===== config.mk =====
export PLATFORM = sky130hd
export DESIGN_NAME = budgeted_round_robin_tile_streamer
export DESIGN_NICKNAME = d
export VERILOG_FILES = /design/src/design/brrts_pkg.sv /design/src/design/brrts_front.sv /design/src/design/brrts_queue.sv /design/src/design/brrts_engine.sv /design/src/design/budgeted_round_robin_tile_streamer.sv
export SDC_FILE = /design/constraint.sdc
export NUM_CORES = 1
export LEC_CHECK = 0
export BUFFER_PORTS_ARGS = -buffer_cell sky130_fd_sc_hd__buf_2
export CORE_UTILIZATION = 60
export CTS_BUF_LIST = sky130_fd_sc_hd__clkbuf_8 sky130_fd_sc_hd__clkbuf_16
export CTS_CLUSTER_DIAMETER = 200
export DETAILED_ROUTE_END_ITERATION = 10
export PLACE_DENSITY_LB_ADDON = 0.25
export SLEW_MARGIN = 15
export SYNTH_ARGS = -nofsm -noshare
export SYNTH_HDL_FRONTEND = slang
export SYNTH_SLANG_ARGS = --single-unit

===== constraint.sdc =====
create_clock -name clk -period 9.5 [get_ports clk]
set_input_delay 0.475 -clock clk [delete_from_list [all_inputs] [get_ports clk]]
set_output_delay 0.475 -clock clk [all_outputs]
set_load 0.02 [all_outputs]

===== src/design/brrts_pkg.sv =====
// Shared types and constants for the budgeted round-robin tile streamer.
// No dependencies; every other design file imports this package.
package brrts_pkg;

  localparam int SLOT_COUNT_DEFAULT = 8;
  localparam int MAX_RESULTS        = 8;
  localparam int RESULT_CNT_W       = $clog2(MAX_RESULTS + 1);
  localparam int QUEUE_DEPTH        = 2;
  localparam int QUEUE_PTR_W        = $clog2(QUEUE_DEPTH);
  localparam int QUEUE_CNT_W        = $clog2(QUEUE_DEPTH + 1);

  localparam logic [7:0] NO_FRAME = 8'hFF;

  // configuration port
  localparam int CFG_IDX_W  = 1;
  localparam int CFG_DATA_W = 8;
  localparam logic [CFG_IDX_W-1:0] CFG_ENABLED     = 1'd0;
  localparam logic [CFG_IDX_W-1:0] CFG_TILE_BUDGET = 1'd1;

  // func codes of an input beat
  localparam logic [2:0] FUNC_REGISTER = 3'd0;
  localparam logic [2:0] FUNC_RELEASE  = 3'd1;
  localparam logic [2:0] FUNC_CLEAR    = 3'd2;
  localparam logic [2:0] FUNC_POST     = 3'd3;
  localparam logic [2:0] FUNC_VBLANK   = 3'd4;

  typedef enum logic [2:0] {
    OP_REGISTER,
    OP_RELEASE,
    OP_CLEAR,
    OP_POST,
    OP_VBLANK
  } cmd_op_t;

  typedef struct packed {
    logic [2:0]  func;
    logic [2:0]  slot;
    logic [7:0]  frame;
    logic [7:0]  frame_tiles;
    logic [15:0] frame_offset;
    logic        still_live;
    logic [7:0]  frame_count;
    logic [7:0]  band_request;
    logic [7:0]  sheet_max_tiles;
    logic [7:0]  band_base;
    logic [7:0]  oam_page;
  } in_item_t;

  typedef struct packed {
    logic        is_copy;
    logic [2:0]  copy_slot;
    logic [7:0]  dest_tile;
    logic [7:0]  tile_count;
    logic [15:0] src_offset;
    logic        last;
  } out_item_t;

  // classified command passed from front end to back end
  typedef struct packed {
    cmd_op_t     op;
    logic [2:0]  slot;
    logic [7:0]  frame;
    logic [7:0]  frame_tiles;
    logic [15:0] frame_offset;
    logic        still_live;
    logic [7:0]  frame_count;
    logic [7:0]  band_size;
    logic [7:0]  band_base;
  } cmd_t;

endpackage


===== src/design/brrts_front.sv =====
// Front end: takes input beats, decodes func, gates vblanks and drops no-ops.
// Depends on brrts_pkg.
module brrts_front #(
  parameter int SLOT_COUNT = brrts_pkg::SLOT_COUNT_DEFAULT
) (
  input  logic                clk,
  input  logic                rst,
  input  logic                in_valid,
  output logic                in_ready,
  input  brrts_pkg::in_item_t in_data,
  input  logic                enabled,
  input  logic [7:0]          tile_budget,
  input  logic                q_full,
  output logic                q_push,
  output brrts_pkg::cmd_t     q_data
);
  import brrts_pkg::*;

  logic [7:0] prev_page;
  logic       accept;
  logic       in_range;
  logic       keep;
  logic       vblank_live;

  assign in_ready    = !q_full;
  assign accept      = in_valid && in_ready;
  assign in_range    = int'(in_data.slot) < SLOT_COUNT;
  assign vblank_live = enabled && (in_data.oam_page != prev_page) && (tile_budget != 8'd0);

  always_comb begin
    q_data              = '0;
    q_data.slot         = in_data.slot;
    q_data.frame        = in_data.frame;
    q_data.frame_tiles  = in_data.frame_tiles;
    q_data.frame_offset = in_data.frame_offset;
    q_data.still_live   = in_data.still_live;
    q_data.frame_count  = in_data.frame_count;
    q_data.band_base    = in_data.band_base;
    q_data.band_size    = (in_data.band_request != 8'd0 &&
                           in_data.band_request < in_data.sheet_max_tiles)
                          ? in_data.band_request : in_data.sheet_max_tiles;
    keep = 1'b0;
    unique case (in_data.func)
      FUNC_REGISTER: begin
        q_data.op = OP_REGISTER;
        keep      = in_range;
      end
      FUNC_RELEASE: begin
        q_data.op = OP_RELEASE;
        keep      = in_range;
      end
      FUNC_CLEAR: begin
        q_data.op = OP_CLEAR;
        keep      = 1'b1;
      end
      FUNC_POST: begin
        q_data.op = OP_POST;
        keep      = in_range;
      end
      FUNC_VBLANK: begin
        q_data.op = OP_VBLANK;
        keep      = vblank_live;
      end
      default: begin
        q_data.op = OP_CLEAR;
        keep      = 1'b0;
      end
    endcase
  end

  assign q_push = accept && keep;

  // page tracking happens here so gated vblanks never reach the back end
  always_ff @(posedge clk) begin
    if (rst) begin
      prev_page <= 8'd0;
    end else if (accept && in_data.func == FUNC_VBLANK && enabled) begin
      prev_page <= in_data.oam_page;
    end
  end

endmodule


===== src/design/brrts_queue.sv =====
// Two-entry command queue between front end and back end.
// Depends on brrts_pkg.
module brrts_queue (
  input  logic            clk,
  input  logic            rst,
  input  logic            push,
  input  brrts_pkg::cmd_t push_data,
  output logic            full,
  input  logic            pop,
  output logic            valid,
  output brrts_pkg::cmd_t pop_data
);
  import brrts_pkg::*;

  cmd_t                   mem [QUEUE_DEPTH];
  logic [QUEUE_PTR_W-1:0] wr_ptr;
  logic [QUEUE_PTR_W-1:0] rd_ptr;
  logic [QUEUE_CNT_W-1:0] count;

  assign full     = count == QUEUE_CNT_W'(QUEUE_DEPTH);
  assign valid    = count != '0;
  assign pop_data = mem[rd_ptr];

  always_ff @(posedge clk) begin
    if (push) begin
      mem[wr_ptr] <= push_data;
    end
  end

  always_ff @(posedge clk) begin
    if (rst) begin
      wr_ptr <= '0;
      rd_ptr <= '0;
      count  <= '0;
    end else begin
      if (push) begin
        wr_ptr <= (wr_ptr == QUEUE_PTR_W'(QUEUE_DEPTH - 1)) ? '0 : wr_ptr + 1'b1;
      end
      if (pop) begin
        rd_ptr <= (rd_ptr == QUEUE_PTR_W'(QUEUE_DEPTH - 1)) ? '0 : rd_ptr + 1'b1;
      end
      if (push && !pop) begin
        count <= count + 1'b1;
      end else if (pop && !push) begin
        count <= count - 1'b1;
      end
    end
  end

endmodule


===== src/design/brrts_engine.sv =====
// Back end: slot table, table updates and the round-robin vblank walk.
// Holds the output register; depends on brrts_pkg.
module brrts_engine #(
  parameter int SLOT_COUNT = brrts_pkg::SLOT_COUNT_DEFAULT
) (
  input  logic                 clk,
  input  logic                 rst,
  input  logic [7:0]           tile_budget,
  input  logic                 q_valid,
  input  brrts_pkg::cmd_t      q_data,
  output logic                 q_pop,
  output logic                 out_valid,
  input  logic                 out_ready,
  output brrts_pkg::out_item_t out_data
);
  import brrts_pkg::*;

  localparam int SW     = (SLOT_COUNT > 1) ? $clog2(SLOT_COUNT) : 1;
  localparam int STEP_W = $clog2(SLOT_COUNT + 1);

  typedef enum logic [1:0] {
    S_IDLE,
    S_WALK,
    S_DONE
  } state_t;

  state_t state;

  logic        slot_used          [SLOT_COUNT];
  logic [7:0]  slot_frame_count   [SLOT_COUNT];
  logic [7:0]  slot_band_size     [SLOT_COUNT];
  logic [7:0]  slot_band_base     [SLOT_COUNT];
  logic [7:0]  slot_shown_frame   [SLOT_COUNT];
  logic [7:0]  slot_wanted_frame  [SLOT_COUNT];
  logic [7:0]  slot_wanted_tiles  [SLOT_COUNT];
  logic [15:0] slot_wanted_offset [SLOT_COUNT];
  logic        slot_live          [SLOT_COUNT];

  logic [SW-1:0]           resume_slot;
  logic [SW-1:0]           cur;
  logic [STEP_W-1:0]       steps;
  logic [7:0]              budget;
  logic [RESULT_CNT_W-1:0] n_out;
  logic                    pend_valid;
  out_item_t               pend;

  logic [SW-1:0] cmd_slot;
  logic          can_push;
  logic          elig;
  logic [7:0]    n;
  logic          over;
  logic          defer;
  logic          emit;
  logic          step_go;
  logic          out_load;
  out_item_t     new_item;
  out_item_t     final_item;

  assign cmd_slot = SW'(q_data.slot);
  assign can_push = !out_valid || out_ready;
  assign q_pop    = (state == S_IDLE) && q_valid;

  always_comb begin
    elig = slot_used[cur] && slot_live[cur] &&
           (slot_wanted_frame[cur] != slot_shown_frame[cur]) &&
           (slot_wanted_frame[cur] < slot_frame_count[cur]);
    n    = (slot_wanted_tiles[cur] > slot_band_size[cur])
           ? slot_band_size[cur] : slot_wanted_tiles[cur];
    over = n > budget;
    // over budget after something was spent, or result cap reached: defer
    defer = elig && ((over && (budget != tile_budget)) ||
                     (n != 8'd0 && n_out >= RESULT_CNT_W'(MAX_RESULTS)));
    emit    = elig && !defer && (n != 8'd0);
    step_go = !(emit && pend_valid && !can_push);

    out_load = ((state == S_WALK) && step_go && emit && pend_valid) ||
               ((state == S_DONE) && can_push);

    new_item            = '0;
    new_item.is_copy    = 1'b1;
    new_item.copy_slot  = 3'(cur);
    new_item.dest_tile  = slot_band_base[cur];
    new_item.tile_count = n;
    new_item.src_offset = slot_wanted_offset[cur];

    final_item      = pend_valid ? pend : out_item_t'('0);
    final_item.last = 1'b1;
  end

  always_ff @(posedge clk) begin
    if (rst) begin
      state       <= S_IDLE;
      out_valid   <= 1'b0;
      pend_valid  <= 1'b0;
      resume_slot <= '0;
      for (int i = 0; i < SLOT_COUNT; i++) begin
        slot_used[i]          <= 1'b0;
        slot_frame_count[i]   <= 8'd0;
        slot_band_size[i]     <= 8'd0;
        slot_band_base[i]     <= 8'd0;
        slot_shown_frame[i]   <= 8'd0;
        slot_wanted_frame[i]  <= 8'd0;
        slot_wanted_tiles[i]  <= 8'd0;
        slot_wanted_offset[i] <= 16'd0;
        slot_live[i]          <= 1'b0;
      end
    end else begin
      if (out_load) begin
        out_valid <= 1'b1;
      end else if (out_ready) begin
        out_valid <= 1'b0;
      end
      unique case (state)
        S_IDLE: begin
          if (q_valid) begin
            unique case (q_data.op)
              OP_REGISTER: begin
                slot_used[cmd_slot]        <= 1'b1;
                slot_frame_count[cmd_slot] <= q_data.frame_count;
                slot_band_size[cmd_slot]   <= q_data.band_size;
                slot_band_base[cmd_slot]   <= q_data.band_base;
                slot_shown_frame[cmd_slot] <= NO_FRAME;
                slot_live[cmd_slot]        <= 1'b0;
              end
              OP_RELEASE: begin
                slot_used[cmd_slot] <= 1'b0;
              end
              OP_CLEAR: begin
                resume_slot <= '0;
                for (int i = 0; i < SLOT_COUNT; i++) begin
                  slot_used[i]          <= 1'b0;
                  slot_frame_count[i]   <= 8'd0;
                  slot_band_size[i]     <= 8'd0;
                  slot_band_base[i]     <= 8'd0;
                  slot_shown_frame[i]   <= 8'd0;
                  slot_wanted_frame[i]  <= 8'd0;
                  slot_wanted_tiles[i]  <= 8'd0;
                  slot_wanted_offset[i] <= 16'd0;
                  slot_live[i]          <= 1'b0;
                end
              end
              OP_POST: begin
                slot_wanted_frame[cmd_slot]  <= q_data.frame;
                slot_wanted_tiles[cmd_slot]  <= q_data.frame_tiles;
                slot_wanted_offset[cmd_slot] <= q_data.frame_offset;
                slot_live[cmd_slot]          <= q_data.still_live;
              end
              OP_VBLANK: begin
                cur    <= resume_slot;
                steps  <= '0;
                budget <= tile_budget;
                n_out  <= '0;
                state  <= S_WALK;
              end
              default: begin
              end
            endcase
          end
        end
        S_WALK: begin
          if (step_go) begin
            if (defer) begin
              resume_slot <= cur;
              state       <= S_DONE;
            end else begin
              if (elig) begin
                slot_shown_frame[cur] <= slot_wanted_frame[cur];
                budget                <= over ? 8'd0 : budget - n;
              end
              // hold each copy back one step so the final one can carry last
              if (emit) begin
                if (pend_valid) begin
                  out_data <= pend;
                end
                pend       <= new_item;
                pend_valid <= 1'b1;
                n_out      <= n_out + 1'b1;
              end
              if (steps == STEP_W'(SLOT_COUNT - 1)) begin
                state <= S_DONE;
              end
              steps <= steps + 1'b1;
              cur   <= (cur == SW'(SLOT_COUNT - 1)) ? '0 : cur + 1'b1;
            end
          end
        end
        S_DONE: begin
          if (can_push) begin
            out_data   <= final_item;
            pend_valid <= 1'b0;
            state      <= S_IDLE;
          end
        end
        default: begin
          state <= S_IDLE;
        end
      endcase
    end
  end

endmodule


===== src/design/budgeted_round_robin_tile_streamer.sv =====
// Top level of the tile streamer: config registers, front end, queue, back end.
// Depends on brrts_pkg, brrts_front, brrts_queue and brrts_engine.
//
//   channel  direction  handshake              payload
//   in       input      in_valid / in_ready    in_data   (brrts_pkg::in_item_t)
//   out      output     out_valid / out_ready  out_data  (brrts_pkg::out_item_t)
//   cfg      input      cfg_we                 cfg_index, cfg_wdata
//
// The front end takes one beat per cycle while the two-entry queue has room.
// Register, release, clear and post are each applied by the back end in its idle state.
// A vblank walk starts from the resume slot, visits the slots in turn through the slot
// table and closes with the last result; it stalls while out_ready is low.
// Synchronous reset clears the table at once.
module budgeted_round_robin_tile_streamer #(
  parameter int SLOT_COUNT = brrts_pkg::SLOT_COUNT_DEFAULT
) (
  input  logic                                clk,
  input  logic                                rst,
  input  logic                                in_valid,
  output logic                                in_ready,
  input  brrts_pkg::in_item_t                 in_data,
  output logic                                out_valid,
  input  logic                                out_ready,
  output brrts_pkg::out_item_t                out_data,
  input  logic                                cfg_we,
  input  logic [brrts_pkg::CFG_IDX_W-1:0]     cfg_index,
  input  logic [brrts_pkg::CFG_DATA_W-1:0]    cfg_wdata
);
  import brrts_pkg::*;

  logic       enabled;
  logic [7:0] tile_budget;
  logic       q_full;
  logic       q_push;
  logic       q_pop;
  logic       q_valid;
  cmd_t       q_in;
  cmd_t       q_out;

  always_ff @(posedge clk) begin
    if (rst) begin
      enabled     <= 1'b0;
      tile_budget <= 8'd0;
    end else if (cfg_we) begin
      unique case (cfg_index)
        CFG_ENABLED:     enabled     <= cfg_wdata[0];
        CFG_TILE_BUDGET: tile_budget <= cfg_wdata[7:0];
        default: begin
        end
      endcase
    end
  end

  brrts_front #(
    .SLOT_COUNT (SLOT_COUNT)
  ) u_front (
    .clk         (clk),
    .rst         (rst),
    .in_valid    (in_valid),
    .in_ready    (in_ready),
    .in_data     (in_data),
    .enabled     (enabled),
    .tile_budget (tile_budget),
    .q_full      (q_full),
    .q_push      (q_push),
    .q_data      (q_in)
  );

  brrts_queue u_queue (
    .clk       (clk),
    .rst       (rst),
    .push      (q_push),
    .push_data (q_in),
    .full      (q_full),
    .pop       (q_pop),
    .valid     (q_valid),
    .pop_data  (q_out)
  );

  brrts_engine #(
    .SLOT_COUNT (SLOT_COUNT)
  ) u_engine (
    .clk         (clk),
    .rst         (rst),
    .tile_budget (tile_budget),
    .q_valid     (q_valid),
    .q_data      (q_out),
    .q_pop       (q_pop),
    .out_valid   (out_valid),
    .out_ready   (out_ready),
    .out_data    (out_data)
  );

endmodule


## Word-level counts from Yosys, hierarchy flattened

Memory sizes are Yosys's and may differ from the RTL's. A register that Yosys moved wholly into a read port is not among the register bits.
Cells that the tools add are included.

| cells by class | value |
|---|---|
| add/subtract/negate cells | 8 |
| $mul | 0 |
| divide/modulo/power cells | 0 |
| magnitude comparators | 5 |
| equal/unequal tests | 27 |
| shift operators | 0 |
| muxes and demuxes | 199 |
| bitwise gates (word level) | 78 |
| reductions and logical operators | 66 |

Operators by type and width:

| kind | count |
|---|---|
| $mux W8 | 63 |
| $mux W37 | 6 |
| $mux W16 | 9 |
| $mux W3 | 26 |
| $or A1 B1 Y1 | 74 |
| $pmux W37 S2 | 1 |
| $mux W1 | 70 |
| $reduce_or A8 Y1 | 7 |
| $mux W4 | 7 |
| $logic_and A1 B1 Y1 | 24 |
| $ne A8 B8 Y1 | 3 |
| $reduce_bool A8 Y1 | 3 |
| $reduce_and A7 Y1 | 3 |
| $reduce_and A5 Y1 | 4 |
| $gt A8 B8 Y1 | 2 |
| $lt A8 B8 Y1 | 2 |
| $mux W2 | 8 |
| $pmux W4 S2 | 2 |
| $pmux W8 S2 | 1 |
| $reduce_or A16 Y1 | 1 |
| $eq A3 B2 Y1 const B | 4 |
| $ne A2 B1 Y1 const B | 6 |
| $pmux W3 S2 | 2 |
| $pmux W3 S4 | 1 |
| 26 further kinds | 54 |

| storage, ports and cells | value |
|---|---|
| register bits after elaboration | 95 |
| latch bits | 0 |
| memory bits (writable) | 654 |
| bits in read-only memories | 0 |
| bits of input ports | 93 |
| output and inout port bits | 39 |
| logic and storage cells | 415 |
| memories | 10 |

Memory list:

| name | words | width | read ports | clocked after Yosys merged registers in | wr ports | RTL line | source |
|---|---|---|---|---|---|---|---|
| u_engine.slot_wanted_offset | 8 | 16 | 1 | 1 | 8 | brrts_engine.sv:36 | `logic [15:0] slot_wanted_offset [SLOT_COUNT];` |
| u_queue.mem | 2 | 63 | 1 | 1 | 1 | brrts_queue.sv:15 | `cmd_t mem [QUEUE_DEPTH];` |
| u_engine.slot_band_base | 8 | 8 | 1 | 1 | 8 | brrts_engine.sv:32 | `logic [7:0] slot_band_base [SLOT_COUNT];` |
| u_engine.slot_band_size | 8 | 8 | 1 | 1 | 8 | brrts_engine.sv:31 | `logic [7:0] slot_band_size [SLOT_COUNT];` |
| u_engine.slot_frame_count | 8 | 8 | 1 | 1 | 8 | brrts_engine.sv:30 | `logic [7:0] slot_frame_count [SLOT_COUNT];` |
| u_engine.slot_shown_frame | 8 | 8 | 1 | 1 | 8 | brrts_engine.sv:33 | `logic [7:0] slot_shown_frame [SLOT_COUNT];` |
| +4 memories | n/a | n/a | n/a | n/a | n/a | n/a |  |

## Depth between registers and ports, before layout

| depth | value |
|---|---|
| word-level depth | 17 |
| depth in mapped cells | 29 |
| depth with buffers taken out | 22 |

## Cells and area by module

A second synthesis with hierarchy kept.

| unflattened totals | value |
|---|---|
| cells, all modules | 2,374 |
| area, all modules | 35,640.4 µm² |

By module, submodules not included:

| module | instances | cells each | area an instance (µm²) | seq. area each (µm²) |
|---|---|---|---|---|
| brrts_engine | 1 | 1,979 | 29,323.1 | 18,788.0 |
| brrts_queue | 1 | 218 | 4,778.3 | 3,883.7 |
| brrts_front | 1 | 137 | 1,127.3 | 160.2 |
| budgeted_round_robin_tile_streamer | 1 | 40 | 411.6 | 180.2 |

## Worst setup path before layout

Ideal clock, no wire load.

| timing path | value |
|---|---|
| path type | reg2reg |
| start | register with a tool-made name |
| end | register, netlist name u_engine.pend[10] |
| library setup time | 428 ps |
| arrival | 7,266 ps |
| data required time | 9,072 ps |
| setup slack | 1,806 ps |
| stages on the path, launching flop included | 27 |
| buffers on the path | 8 |
| clock period less this slack | 7,694 ps |
| cell sequence | dfxtp_1 -> buf_6 -> buf_6 -> buf_2 -> buf_2 -> buf_1 -> mux4_2 -> nand2_1 -> nand2_1 -> ha_1 -> nor2b_1 -> o21a_1 -> o21ai_0 -> a31oi_1 -> clkbuf_1 -> a21oi_1 -> ha_1 -> inv_1 -> fa_1 -> a21oi_1 -> o2111a_1 -> nor2_1 -> o221ai_2 -> or3_1 -> buf_2 -> buf_6 -> nor2_1 |

==> metrics.md <==
| Metric | Value |
|---|---|
| Starting Density | `60.9%` |
| WL final | `81200 um` |
| Actual slew at the worst max-slew pin | `1.09 ns` |
| Leak | `13.7 nW` |
| Arrival @ worst endpoint | `7.69 ns` |
| Largest net degree at the start of global routing | `64` |
| Post-route ant nets | `0` |
| Area contributors post-synth | `edfxtp_1 66%, mux4_2 7.6%, nor2_1 5.7%` |
| Setup Skew | `0.0291 ns` |
| Number of diodes | `0` |
| Internal cell power | `0.00668 W` |
| Gp weighted congestion | `0.898` |
| Layout Nets | `2590` |
| Register-to-Register Path Depth | `19` |
| Worst-path clk slew | `0.06 ns` |
| Postcts setup bufs | `0` |
| CTS-repair resized insts | `0` |
| Max cap viols | `0` |
| Remaining Overflow, GRT | `0` |
| Post-synth ARST share | `0%` |
| Num CTS Buffers | `78` |
| 1st-pass router iterations | `5` |
| Worst reg2reg setup slack | `2.05 ns` |
| Top cell type's share of synthesized area | `66.4%` |
| Worst setup SP type | `register` |
| Switching pwr | `0.00289 W` |
| Die footprint | `57100 um^2` |
| Worst Hold Launch | `in_data[10]` |
| WHS | `0.0333 ns` |
| Number of global-route vias before repair | `20000` |
| Drt initial violations | `2302` |
| Layout cells sized above 1 | `19.1%` |
| Clk sinks | `777` |
| Final worst path period need | `7.45 ns` |
| Max frequency | `134 MHz` |
| Cell taking the most area after synthesis | `edfxtp_1` |
| Final period util | `78.4%` |
| Main synth FF type | `edfxtp_1` |
| Hold_buf cts | `0` |
| Routed vias | `20100` |
| CTS tree | `built` |
| Sequential group share of total power | `45.9%` |
| # rows | `86` |
| Final HPWL DP | `50700 um` |
| VDD IR-drop max | `220 uV` |
| Post-synth cell types | `72` |
| Final Util | `68.1%` |
| Clock latency on the worst-skew pair | `0.63 ns` |
| Drt via density | `6.16` |
| Initial antenna violation count | `0` |
| RSZ-0062 raised after global routing | `no` |
| Fillcell total | `3835` |
| Final-report setup violation count | `0` |
| Clock power share | `30.9%` |
| Place WS | `2.09 ns` |
| Status | `finished clean` |
| Placed Area | `35200 um^2` |
| Fin. Hold Viols | `0` |
| Seq cells post-synth | `777` |
| Port Buffers | `131` |
| Setup crit end kind | `register` |
| Routed wire per std cell | `24.9 um` |
| Worst Setup EP | `u_engine.out_data[15]` |
| Reg2reg end | `u_engine.out_data[15]` |
| DRC errors left | `0` |
| CTS HTree Levels | `3` |
| Max Root-Sink Buffers | `3` |
| Root buf cell | `clkbuf_16` |
| Sequential area share after synthesis | `68.3%` |
| EDFF count, synth | `745` |
| Syn_nets | `2442` |
| I/O Pins | `132` |
| TNS Setup | `0 ns` |
| PD cells | `254 nW/um^2` |
| Critical path fanouts, max | `42` |
| Hold/Removal Path Class | `in -> reg` |
| Slew HR | `25.4%` |
| Setup ws final | `2.05 ns` |
| Cell area after synthesis | `33700 um^2` |
| Mapped Avg Cell Area | `14.6 um^2` |
| CP required | `9.73 ns` |
| GRT Util Overall | `29.0%` |
| First-pass GRT wire length | `121000 um` |
| Ys Warns | `0` |
| Die Wd | `239 um` |
| Synthesis-to-finish area growth | `11.8%` |
| Final Cell Area | `37700 um^2` |
| Combinational fraction of design power | `23.1%` |
| Die Ht | `239 um` |
| Slew Limit Fails | `0` |
| Core area | `55300 um^2` |
| Mapped Cells | `2309` |
| Setup CP Type | `reg -> reg` |
| Sw Share | `30.2%` |
sequential cells by signal, summed over array words and instances, names as in the netlist, 2 cells and up, named ones only:
| name | cells |
|---|---|
| u_engine.pend | 35 |
| u_engine.n_out | 4 |
| u_engine.out_data | 37 |
| u_front.prev_page | 8 |
| u_engine.slot_wanted_offset | 128 |
| u_engine.budget | 8 |
| u_engine.state | 2 |
| u_engine.slot_band_size | 64 |
| tile_budget | 8 |
| u_engine.slot_shown_frame | 64 |
| u_queue.count | 2 |
| u_engine.slot_used | 8 |
| u_engine.cur | 3 |
| u_engine.slot_wanted_tiles | 64 |
| u_engine.slot_frame_count | 64 |
| u_engine.slot_band_base | 64 |
| u_queue.mem | 126 |
| u_engine.slot_live | 8 |
| u_engine.resume_slot | 3 |
| u_engine.steps | 4 |
| u_engine.slot_wanted_frame | 64 |
placed cells by master, fill, tap and decap left out, types with 9 or more instances in the layout:
cell type	instances
edfxtp_1	745
nor2_1	508
buf_2	131
mux4_2	114
mux2i_1	111
nand2_1	105
clkbuf_16	78
o21ai_1	65
inv_1	60
xnor2_1	56
buf_4	55
nand3_1	47
mux2_2	41
and2_1	40
ha_1	39
xor2_1	31
o21ai_0	29
dfxtp_1	28
a21oi_1	24
clkinv_2	16
nor3_1	14
clkinv_1	13
a21o_1	13
nand2b_1	10
nor2b_1	9
or3_1	9
power by group through the flow:
stage          clock network, W  logic [W]  registers (W)
6_report                0.00296    0.00221        0.00440
5_1_grt                 0.00312    0.00239        0.00443
4_1_cts                 0.00299    0.00221        0.00440
3_5_place_dp                  0    0.00220        0.00447
3_3_place_gp                  0    0.00217        0.00445
2_1_floorplan                 0    0.00153        0.00439
worst max-delay path, cell delays in order (launching register included):
cell,delay [ns]
dfxtp_4,0.87
buf_4,0.54
mux4_2,0.56
mux2i_1,0.32
ha_1,0.31
nor2b_1,0.14
o21a_1,0.16
o21ai_0,0.17
a31oi_1,0.10
buf_4,0.20
o21ai_0,0.45
fa_1,0.31
a21oi_1,0.12
o2111a_1,0.28
nor2_1,0.41
nor2_1,0.18
nor4b_1,0.61
nand2_1,0.16
o22ai_1,0.17
and3_2,0.90
through the flow:
stage	cells	total power, W
2_1_floorplan	2309	0.00593
3_3_place_gp	3125	0.00662
3_5_place_dp	3125	0.00667
4_1_cts	3265	0.00960
5_1_grt	3265	0.00994
6_report	3265	0.00958
cell usage after synthesis, drive strengths merged (7+ instances only):
library cell and n:
clkbuf 79, ha 39, nor3 14, a21o 13, nor2b 10, mux2i 114, inv 48, a21oi 24
nor4 7, buf 39, o22ai 7, mux2 42, or3 9, mux4 115, nand2b 10, nor2 509
edfxtp 745, nand2 105, xor2 31, o21ai 94, xnor2 56, and2 41, dfxtp 32, nand4 8
nand3 47
cell families (layout without fill, tap and decap cells):
family / after synthesis / after routing / share of synthesized area [%]
flip-flops: 777 / 777 / 68.3
AND/OR/NAND/NOR: 777 / 777 / 9.77
multiplexers: 271 / 271 / 12.6
AO/OA/AOI/OAI: 189 / 189 / 3.50
buffers and inverters: 168 / 376 / 2.09
XOR/XNOR: 87 / 87 / 2.26
adder cells (fa/ha/maj): 40 / 40 / 1.51
how the worst min path moves through the flow:
stage / end / slack [ns] / cells after the start
after floorplan: u_engine.resume_slot[1] / 0.44 / 1
after global placement: u_engine.resume_slot[2] / 0.46 / 1
after detailed placement: u_engine.resume_slot[0] / 0.46 / 1
after CTS: u_queue.mem[0][40] / 0.003 / 1
after global routing: u_queue.mem[0][40] / 0.02 / 1
final: u_queue.mem[1][2] / 0.03 / 1
layout make-up:
class	count	area [um^2]	area share, %
well taps	748	936	2.48
flip-flops and latches	777	23000	61.1
clock inverters	60	477	1.27
inverters	50	188	0.498
multi-input cells	1364	10000	26.6
repair buffers	186	1070	2.84
clock buffers	80	1980	5.25
per-layer routing:
layer	GRT usage [%]	vias up	wire, um
li1	-	8875	-
met1	39.2	10000	31600
met2	47.9	1052	40000
met3	4.93	164	7150
met4	10.1	0	2410
met5	0	-	0
Power figures use the tool's default switching activity.
